### src/rtl/core/pesr_pkg.sv
package pesr_pkg;

    // Field and datapath widths
    localparam int COORD_W  = 32;
    localparam int NAXES    = 3;
    localparam int DELTA_W  = COORD_W + 1;
    localparam int SPACE_W  = 31;
    localparam int SQSUM_W  = 2 * DELTA_W;
    localparam int ROOT_W   = 34;
    localparam int RAD_W    = 2 * ROOT_W;
    localparam int REM_W    = ROOT_W + 2;
    localparam int SUM_W    = ROOT_W + 1;
    localparam int PROD_W   = DELTA_W + SPACE_W;
    localparam int NUM_W    = PROD_W + 1;
    localparam int QUO_W    = DELTA_W;
    localparam int SQ_CNT_W = $clog2(ROOT_W + 1);
    localparam int DV_CNT_W = $clog2(QUO_W + 1);

    // Per-vertex point limit and its counter width
    localparam int MAX_PER_VERTEX = 64;
    localparam int NPT_W          = $clog2(MAX_PER_VERTEX + 1);

    localparam logic [SPACE_W-1:0] SPACE_RST = SPACE_W'(256);

    typedef enum logic [3:0] {
        ST_IDLE,
        ST_DELTA,
        ST_SQR,
        ST_SQ_GO,
        ST_SQ_WAIT,
        ST_SUM,
        ST_DECIDE,
        ST_MULQ,
        ST_DIV_GO,
        ST_DIV_WAIT,
        ST_PLACE
    } state_t;

    typedef enum logic {
        OUT_PEND,
        OUT_POINT
    } out_src_t;

    typedef struct packed {
        logic       load_vtx;
        logic       load_start;
        logic       delta;
        logic       sq_acc;
        logic       sq_first;
        logic [1:0] sq_sel;
        logic       sqrt_start;
        logic       sum;
        logic       dec_end;
        logic       dec_ovf;
        logic       mulq;
        logic       div_start;
        logic       place_loop;
        logic       place_end;
        logic       out_load;
        out_src_t   out_src;
        logic       out_last;
        logic       out_ovf;
    } cmd_t;

    typedef struct packed {
        logic out_free;
        logic pend_valid;
        logic s_le_sp;
        logic s_le_2sp;
        logic d_zero;
        logic sqrt_done;
        logic div_done;
    } status_t;

endpackage

### src/rtl/core/pesr_ctrl.sv
module pesr_ctrl (
    input  logic              aclk,
    input  logic              aresetn,
    input  logic              s_tvalid,
    output logic              s_tready,
    input  logic              path_start,
    input  pesr_pkg::status_t status,
    output pesr_pkg::cmd_t    cmd
);

    pesr_pkg::state_t            state_reg, state_next;
    logic                        have_start_reg, have_start_next;
    logic [pesr_pkg::NPT_W-1:0]  npt_reg, npt_next;
    logic [1:0]                  cnt_reg, cnt_next;

    always_ff @(posedge aclk) begin
        if (!aresetn) begin
            state_reg      <= pesr_pkg::ST_IDLE;
            have_start_reg <= 1'b0;
            npt_reg        <= '0;
            cnt_reg        <= '0;
        end else begin
            state_reg      <= state_next;
            have_start_reg <= have_start_next;
            npt_reg        <= npt_next;
            cnt_reg        <= cnt_next;
        end
    end

    // Sequencing of one vertex: length, decision, interpolation, emission.
    always_comb begin
        state_next      = state_reg;
        have_start_next = have_start_reg;
        npt_next        = npt_reg;
        cnt_next        = cnt_reg;
        s_tready        = 1'b0;
        cmd             = '0;
        cmd.out_src     = pesr_pkg::OUT_PEND;
        cmd.sq_sel      = cnt_reg;

        unique case (state_reg)
            pesr_pkg::ST_IDLE: begin
                s_tready = 1'b1;
                if (s_tvalid) begin
                    cmd.load_vtx = 1'b1;
                    npt_next     = '0;
                    if (path_start || !have_start_reg) begin
                        cmd.load_start  = 1'b1;
                        have_start_next = 1'b1;
                    end else begin
                        state_next = pesr_pkg::ST_DELTA;
                    end
                end
            end
            pesr_pkg::ST_DELTA: begin
                cmd.delta  = 1'b1;
                cnt_next   = '0;
                state_next = pesr_pkg::ST_SQR;
            end
            pesr_pkg::ST_SQR: begin
                cmd.sq_acc   = 1'b1;
                cmd.sq_first = (cnt_reg == 2'd0);
                if (cnt_reg == 2'(pesr_pkg::NAXES - 1)) begin
                    state_next = pesr_pkg::ST_SQ_GO;
                end else begin
                    cnt_next = cnt_reg + 1'b1;
                end
            end
            pesr_pkg::ST_SQ_GO: begin
                cmd.sqrt_start = 1'b1;
                state_next     = pesr_pkg::ST_SQ_WAIT;
            end
            pesr_pkg::ST_SQ_WAIT: begin
                if (status.sqrt_done) begin
                    state_next = pesr_pkg::ST_SUM;
                end
            end
            pesr_pkg::ST_SUM: begin
                cmd.sum    = 1'b1;
                state_next = pesr_pkg::ST_DECIDE;
            end
            pesr_pkg::ST_DECIDE: begin
                if (status.s_le_sp) begin
                    // Vertex reached within the spacing: the held point is final.
                    if (!status.pend_valid) begin
                        cmd.dec_end = 1'b1;
                        state_next  = pesr_pkg::ST_IDLE;
                    end else if (status.out_free) begin
                        cmd.dec_end  = 1'b1;
                        cmd.out_load = 1'b1;
                        cmd.out_last = 1'b1;
                        state_next   = pesr_pkg::ST_IDLE;
                    end
                end else if (npt_reg >= pesr_pkg::NPT_W'(pesr_pkg::MAX_PER_VERTEX)) begin
                    // Limit reached: close the run with the overflow flag.
                    if (status.out_free) begin
                        cmd.dec_ovf  = 1'b1;
                        cmd.out_load = 1'b1;
                        cmd.out_last = 1'b1;
                        cmd.out_ovf  = 1'b1;
                        state_next   = pesr_pkg::ST_IDLE;
                    end
                end else if (!status.pend_valid || status.out_free) begin
                    cmd.out_load = status.pend_valid;
                    state_next   = status.d_zero ? pesr_pkg::ST_PLACE : pesr_pkg::ST_MULQ;
                end
            end
            pesr_pkg::ST_MULQ: begin
                cmd.mulq   = 1'b1;
                state_next = pesr_pkg::ST_DIV_GO;
            end
            pesr_pkg::ST_DIV_GO: begin
                cmd.div_start = 1'b1;
                state_next    = pesr_pkg::ST_DIV_WAIT;
            end
            pesr_pkg::ST_DIV_WAIT: begin
                if (status.div_done) begin
                    state_next = pesr_pkg::ST_PLACE;
                end
            end
            pesr_pkg::ST_PLACE: begin
                if (!status.s_le_2sp) begin
                    // More than one spacing left: hold the point and measure again.
                    cmd.place_loop = 1'b1;
                    npt_next       = npt_reg + 1'b1;
                    state_next     = pesr_pkg::ST_DELTA;
                end else if (status.out_free) begin
                    cmd.place_end  = 1'b1;
                    cmd.out_load   = 1'b1;
                    cmd.out_src    = pesr_pkg::OUT_POINT;
                    cmd.out_last   = 1'b1;
                    npt_next       = npt_reg + 1'b1;
                    state_next     = pesr_pkg::ST_IDLE;
                end
            end
            default: begin
                state_next = pesr_pkg::ST_IDLE;
            end
        endcase
    end

endmodule

### config.mk
export PLATFORM = sky130hd
export DESIGN_NAME = pesr_ctrl
export DESIGN_NICKNAME = d
export VERILOG_FILES = /design/src/rtl/core/pesr_pkg.sv /design/src/rtl/core/pesr_ctrl.sv
export SDC_FILE = /design/constraint.sdc
export NUM_CORES = 1
export LEC_CHECK = 0
export BUFFER_PORTS_ARGS = -buffer_cell sky130_fd_sc_hd__buf_2
export CORE_ASPECT_RATIO = 0.8
export CORE_MARGIN = 1.5
export CORE_UTILIZATION = 55
export DETAILED_ROUTE_END_ITERATION = 10
export PLACE_DENSITY = 0.93
export SLEW_MARGIN = 10
export SYNTH_ARGS = -nofsm -noshare
export SYNTH_HDL_FRONTEND = slang
export SYNTH_SLANG_ARGS = --single-unit
### constraint.sdc
create_clock -name aclk -period 4.4 [get_ports aclk]
set_input_delay 1.1 -clock aclk [delete_from_list [all_inputs] [get_ports aclk]]
set_output_delay 1.1 -clock aclk [all_outputs]
set_load 0.1 [all_outputs]
==> impl_metrics.tcl, run 1 <==
set metrics [dict create \
    outcome "completed" \
    cts_tree "built" \
    synthAdderAreaFrac_pct 4.59 \
    ir_drop_uv 743 \
    numClockSinks 14 \
    worstPathMaxFanout 19 \
    final_hold_viol_count 0 \
    syn-num-nets 159 \
    place_congestion 0.800 \
    rows 14 \
    grt_pass1_vias 999 \
    clockRootBuffer "clkbuf_4" \
    synth_top_family_by_area "simple AND/OR/NAND/NOR gates" \
    dp_hpwl_microns 1910 \
    slew_headroom_pct 56.0 \
    syn_avg_cell_area_sq_um 7.57 \
    die_h_microns 42.8 \
    cts_buffers 3 \
    fin_crit_ns 3.23 \
    clk_pin_slew_ns 0.09 \
    maxSlewViolCount 0 \
    crit_type "reg -> out" \
    drtAntennaViolNets 0 \
    setup_viol 0 \
    layout_setup_ws_ns 1.17 \
    drt-vias-per-instance 6.29 \
    drv_cap 0 \
    htreeDepth 1 \
    finalCritPeriodShare_pct 73.4 \
    io_buffers 30 \
    cts_max_path_buffers 2 \
    coreArea_sq_um 1870 \
    nNetsFinal 184 \
    grt_start_max_net_pins 20 \
    ioPinCount 31 \
    ys_types 43 \
    antennaDiodeCount 0 \
    grt_pass1_wl_microns 4160 \
    synth-simple-area-share_pct 30.1 \
    finalPower_w 0.000871 \
    fin_setup_tns_ns 0 \
    rsz0062_at_grt "false" \
    cts_resized 0 \
    vias 1207 \
    ys.flop_type "dfxtp_1" \
    ys_seq_area_share_pct 25.7 \
    synth_cells 144 \
    die-area_sq_um 2260 \
    ys_seq_elements 14 \
    die_w_microns 52.8 \
    final_layout_size_suffix_gt1_share_pct 23.2 \
    p_leak_nw 0.561 \
    area_delta_synth_final_pct 16.2 \
    clock_skew_ns 0.00806 \
    remaining_drc_errors 0 \
    start_util_pct 58.1 \
    cp-end-kind "primary output" \
    synth_compound_area_share_pct 26.9 \
    drtIter0Drc 56 \
    clk_latency_ns 0.28 \
    routedWlPerCell_microns 14.5 \
    fmax_mhz 310 \
    ys_warn_count 0 \
    syn_area_sq_um 1090 \
    hold_path.class "reg -> reg" \
    p_per_area_nw_per_um2 688 \
    antenna_found_initial 0 \
    crit_required_ns 3.30 \
    async_reset_ff_share_pct 0 \
    postCtsSetupBuffers 0 \
    cp_data_arrival_time_ns 2.13 \
    cp-start-kind "register" \
    largest_reg_flops 7 \
    tightest_slew_ns 0.660 \
    dp_slack_ns 1.30 \
    synthMuxAreaShare_pct 1.84 \
    yosys.area_share.xor_xnor_pct 0.804 \
    grt.overflow.total 0 \
    ctsHoldBuffers 0 \
    synth_edf_count 0 \
    wirelength_microns 2790 \
    grtUsageTotal_pct 24.6 \
    dr.pass1.iters 5 \
]
[cell type report]
type | instances | area [sq um]
tap | 24 | 30.0
clock buffer | 4 | 36.3
timing repair buffer | 30 | 150
inverter | 15 | 56.3
multi-input combinational | 105 | 713
sequential | 14 | 280
fill | 152 | 608
[worst max-delay path, cell delays in order, from the launching register on]
cell,delay (ns)
dfxtp_1,0.74
nand4bb_1,0.24
inv_1,0.12
nand2_1,0.11
nor3b_2,0.19
buf_2,0.45
[synthesized netlist by cell type, types with 2 or more instances]
| library cell | instances | area share, % |
|---|---|---|
| a211oi_1 | 2 | 1.4 |
| a21oi_1 | 12 | 5.5 |
| a22o_1 | 2 | 1.6 |
| a22oi_1 | 2 | 1.4 |
| and2_1 | 3 | 1.7 |
| buf_4 | 4 | 2.8 |
| clkbuf_1 | 5 | 1.7 |
| dfxtp_1 | 14 | 26 |
| ha_1 | 4 | 4.6 |
| inv_1 | 15 | 5.2 |
| mux2i_1 | 2 | 1.8 |
| nand2_1 | 9 | 3.1 |
| nand2b_1 | 7 | 4.0 |
| nand3_1 | 2 | 0.92 |
| nand3b_1 | 2 | 1.4 |
| nand4_1 | 2 | 1.1 |
| nand4bb_1 | 2 | 2.1 |
| nor2_1 | 8 | 2.8 |
| nor2b_1 | 3 | 1.7 |
| nor3_1 | 6 | 2.8 |
| nor4_1 | 2 | 1.1 |
| o21a_1 | 2 | 1.4 |
| o21ai_0 | 6 | 2.8 |
| o21ai_1 | 3 | 1.4 |
| o2bb2ai_1 | 2 | 1.6 |
| o31ai_1 | 2 | 1.4 |
| o32ai_1 | 2 | 1.6 |
| or3_1 | 4 | 2.3 |
[final timing paths]
kind / endpoint / depth (start not counted) / from / slack, ns
setup / recovery: cmd[8] / 5 / state_reg[2] / 1.17
hold / removal: npt_reg[3] / 2 / npt_reg[3] / 0.51
setup reg to reg: npt_reg[3] / 4 / state_reg[3] / 2.33
hold reg to reg: npt_reg[3] / 2 / npt_reg[3] / 0.51
[where the power goes]
group,switching (W),internal [W],total [W]
sequential,0.0000594,0.000149,0.000208
combinational,0.000431,0.000138,0.000569
clock,0.0000437,0.0000503,0.0000940
[layout by cell type (no fill, tap or decap), types with 3 or more instances in the layout]
master and count:
inv_1 15, buf_2 30, o21ai_0 4, o21ai_1 5, and2_1 3, ha_1 4
a21oi_1 11, dfxtp_1 14, nand2b_1 7, nor2b_1 3, or3_1 4, nor3_1 5
nand2_1 9, clkbuf_4 3, nor2_1 8
[cells by family (layout without fill, tap and decap cells)]
group,after synthesis,count (layout)
xor+xnor,1,1
simple gates,55,55
compound gates,43,43
flops,14,14
mux,2,2
buf+inv,25,49
fa+ha+maj,4,4
[metal layers]
layer | vias up | global-route usage (%) | share of wire, %
met2 | 71 | 39.8 | 46
met1 | 565 | 32.4 | 44
met4 | 0 | 8.72 | 1.1
met5 | - | 0 | 0
li1 | 567 | - | -
met3 | 4 | 4.58 | 9.5
[through the flow]
step,instances,cell area [sq um],util (%),hold slack [ns]
5_1_grt,192,1270,67.6,0.533
3_5_place_dp,188,1230,65.6,0.498
4_1_cts,192,1270,67.6,0.507
6_report,192,1270,67.6,0.510
2_1_floorplan,144,1100,-,0.462
3_3_place_gp,188,1230,65.6,0.476
Power figures use the tool's default switching activity.
==> run 2, diff against run 1 <==
--- a/config.mk
+++ b/config.mk
@@ -8,9 +8,9 @@
 export BUFFER_PORTS_ARGS = -buffer_cell sky130_fd_sc_hd__buf_2
 export CORE_ASPECT_RATIO = 0.8
 export CORE_MARGIN = 1.5
-export CORE_UTILIZATION = 55
+export CORE_UTILIZATION = 51
 export DETAILED_ROUTE_END_ITERATION = 10
-export PLACE_DENSITY = 0.93
+export PLACE_DENSITY = 0.87
 export SLEW_MARGIN = 10
 export SYNTH_ARGS = -nofsm -noshare
 export SYNTH_HDL_FRONTEND = slang
==> constraint.sdc (replaced) <==
create_clock -name aclk -period 3.1 [get_ports aclk]
set_input_delay 0.775 -clock aclk [delete_from_list [all_inputs] [get_ports aclk]]
set_output_delay 0.775 -clock aclk [all_outputs]
set_load 0.1 [all_outputs]
==> run 2 against run 1 <==
Sequential share of layout area decreased by 0.71 points. Non-clock buffer count grew 1. Cell count grew 0.52%. Clock-buffer cell count unchanged. Hold slack worse by 0.0050 ns. Die area rose by 7.3%. Largest cell class unchanged.
==> impl_metrics.tcl, run 2 (synthesis gave the netlist of run 1 again) <==
set metrics [dict create \
    top_layer "met4" \
    final_layout_size_suffix_gt1_share_pct 28.4 \
    die-area_sq_um 2420 \
    cts_resized 0 \
    drv_cap 0 \
    clock_skew_ns 0.00979 \
    hold_start "npt_reg[3]" \
    vias 1166 \
    drt-vias-per-instance 6.04 \
    register_area_sq_um 282 \
    hold_path.class "reg -> reg" \
    outcome "completed" \
    ir_drop_uv 1260 \
    slew_headroom_pct 60.1 \
    hold-path-endpoint "npt_reg[3]" \
    clockRootBuffer "clkbuf_4" \
    grt.overflow.total 0 \
    postPlaceCellArea_sq_um 1280 \
    nNetsFinal 185 \
    rr_startpoint "state_reg[3]" \
    combPwrFrac_pct 64.7 \
    clk_latency_ns 0.29 \
    fin_setup_tns_ns 0 \
    coreArea_sq_um 1940 \
    cts_tree "built" \
    crit_type "reg -> out" \
    wl_met1_microns 1180 \
    p_int_w 0.000482 \
    antennaDiodeCount 0 \
    dr.pass1.iters 4 \
    p_per_area_nw_per_um2 956 \
    clockPowerShare_pct 11.2 \
    postLayoutCoreUtil_pct 67.6 \
    tightest_slew_ns 0.598 \
    grt_pass1_vias 1011 \
    seqPwrFrac_pct 24.2 \
    final_common_cell "buf_2" \
    r2r_cells 4 \
    setup_viol 0 \
    holdPathStages 2 \
    p_leak_nw 0.580 \
    fin_crit_ns 2.86 \
    cp-end-kind "primary output" \
    remaining_drc_errors 0 \
    numClockSinks 14 \
    cp-start-kind "register" \
    postCtsSetupBuffers 0 \
    die_w_microns 54.7 \
    crit_required_ns 2.32 \
    stdcell_area_sq_um 1310 \
    grt_start_max_net_pins 20 \
    worstPathCellList "nand4bb_1 > inv_1 > nand2_1 > nor3b_2 > buf_2" \
    rsz0062_at_grt "false" \
    die_h_microns 44.3 \
    maxSlewViolCount 0 \
    cpPeakStageDelay_ns 0.65 \
    critical_path.slowest_cell "dfxtp_1" \
    largest_reg_flops 7 \
    layout_common_cells "30 x buf_2, 14 x inv_1, 13 x dfxtp_1, 11 x a21oi_1, 9 x nand2_1" \
    r2r_end "npt_reg[3]" \
    rrSetupSlack_ns 1.15 \
    drtAntennaViolNets 0 \
    dp_slack_ns 0.429 \
    worstPathMaxFanout 12 \
    multiInputGateArea_sq_um 748 \
    fill_cells 168 \
    grt_pass1_wl_microns 4270 \
    place_congestion 0.769 \
    antenna_found_initial 0 \
    wl_met2_microns 1340 \
    route.met3.wl_microns 180 \
    dp_hpwl_microns 2080 \
    clk_pin_slew_ns 0.10 \
    switching_share_pct 61.6 \
    ctsHoldBuffers 0 \
    finalPower_w 0.00126 \
    final_hold_viol_count 0 \
    rows 14 \
    layout_setup_ws_ns 0.239 \
    area_delta_synth_final_pct 20.6 \
    cts_max_path_buffers 2 \
    drtIter0Drc 33 \
    grtUsageTotal_pct 23.9 \
    finalCritPeriodShare_pct 92.3 \
    fmax_mhz 350 \
    routedWlPerCell_microns 14.1 \
    start_util_pct 56.0 \
    io_buffers 30 \
    wirelength_microns 2730 \
    power.switching_w 0.000773 \
    ioPinCount 31 \
    cts_buffers 3 \
    htreeDepth 1 \
    cp_data_arrival_time_ns 2.09 \
]
-- run 2: through the flow --
stage | hold slack (ns) | instances
detailed placement | 0.491 | 189
finish | 0.505 | 193
CTS | 0.508 | 193
global route | 0.543 | 193
global placement | 0.480 | 189
floorplan | 0.462 | 144
-- run 2: worst max-delay path, delay by kind of cell (launching register included) --
kind          cells  cell delay [ns]
buf+inv           2             0.57
flops             1             0.65
simple gates      3             0.57
-- run 2: metal layers --
metal	vias to the layer above	track usage, %
li1	571	-
met1	548	30.0
met2	43	41.4
met3	4	3.04
met4	0	8.50
met5	-	0
-- run 2: worst max path at each step --
stage	start	endpoint	slack (ns)	cells after the start
after global routing	state_reg[1]	cmd[0]	0.12	5
after detailed placement	state_reg[2]	cmd[0]	0.43	5
after global placement	state_reg[2]	cmd[0]	0.56	5
after floorplan	state_reg[3]	cmd[14]	-0.44	3
after CTS	state_reg[2]	cmd[0]	0.10	5
final	state_reg[1]	cmd[0]	0.24	5
-- run 2: power by group through the flow --
stage	Combinational [W]	Clock (W)	Sequential, W
finish	0.000812	0.000140	0.000304
global route	0.000856	0.000143	0.000310
CTS	0.000811	0.000139	0.000300
detailed placement	0.000809	0	0.000306
global placement	0.000788	0	0.000297
floorplan	0.000729	0	0.000281
-- run 2: layout make-up --
type | count | share of cell area, %
Clock buffer | 4 | 2.76
Tap cell | 24 | 2.29
Sequential cell | 14 | 21.4
Timing Repair Buffer | 31 | 12.0
Inverter | 15 | 4.57
Multi-Input combinational cell | 105 | 57.0
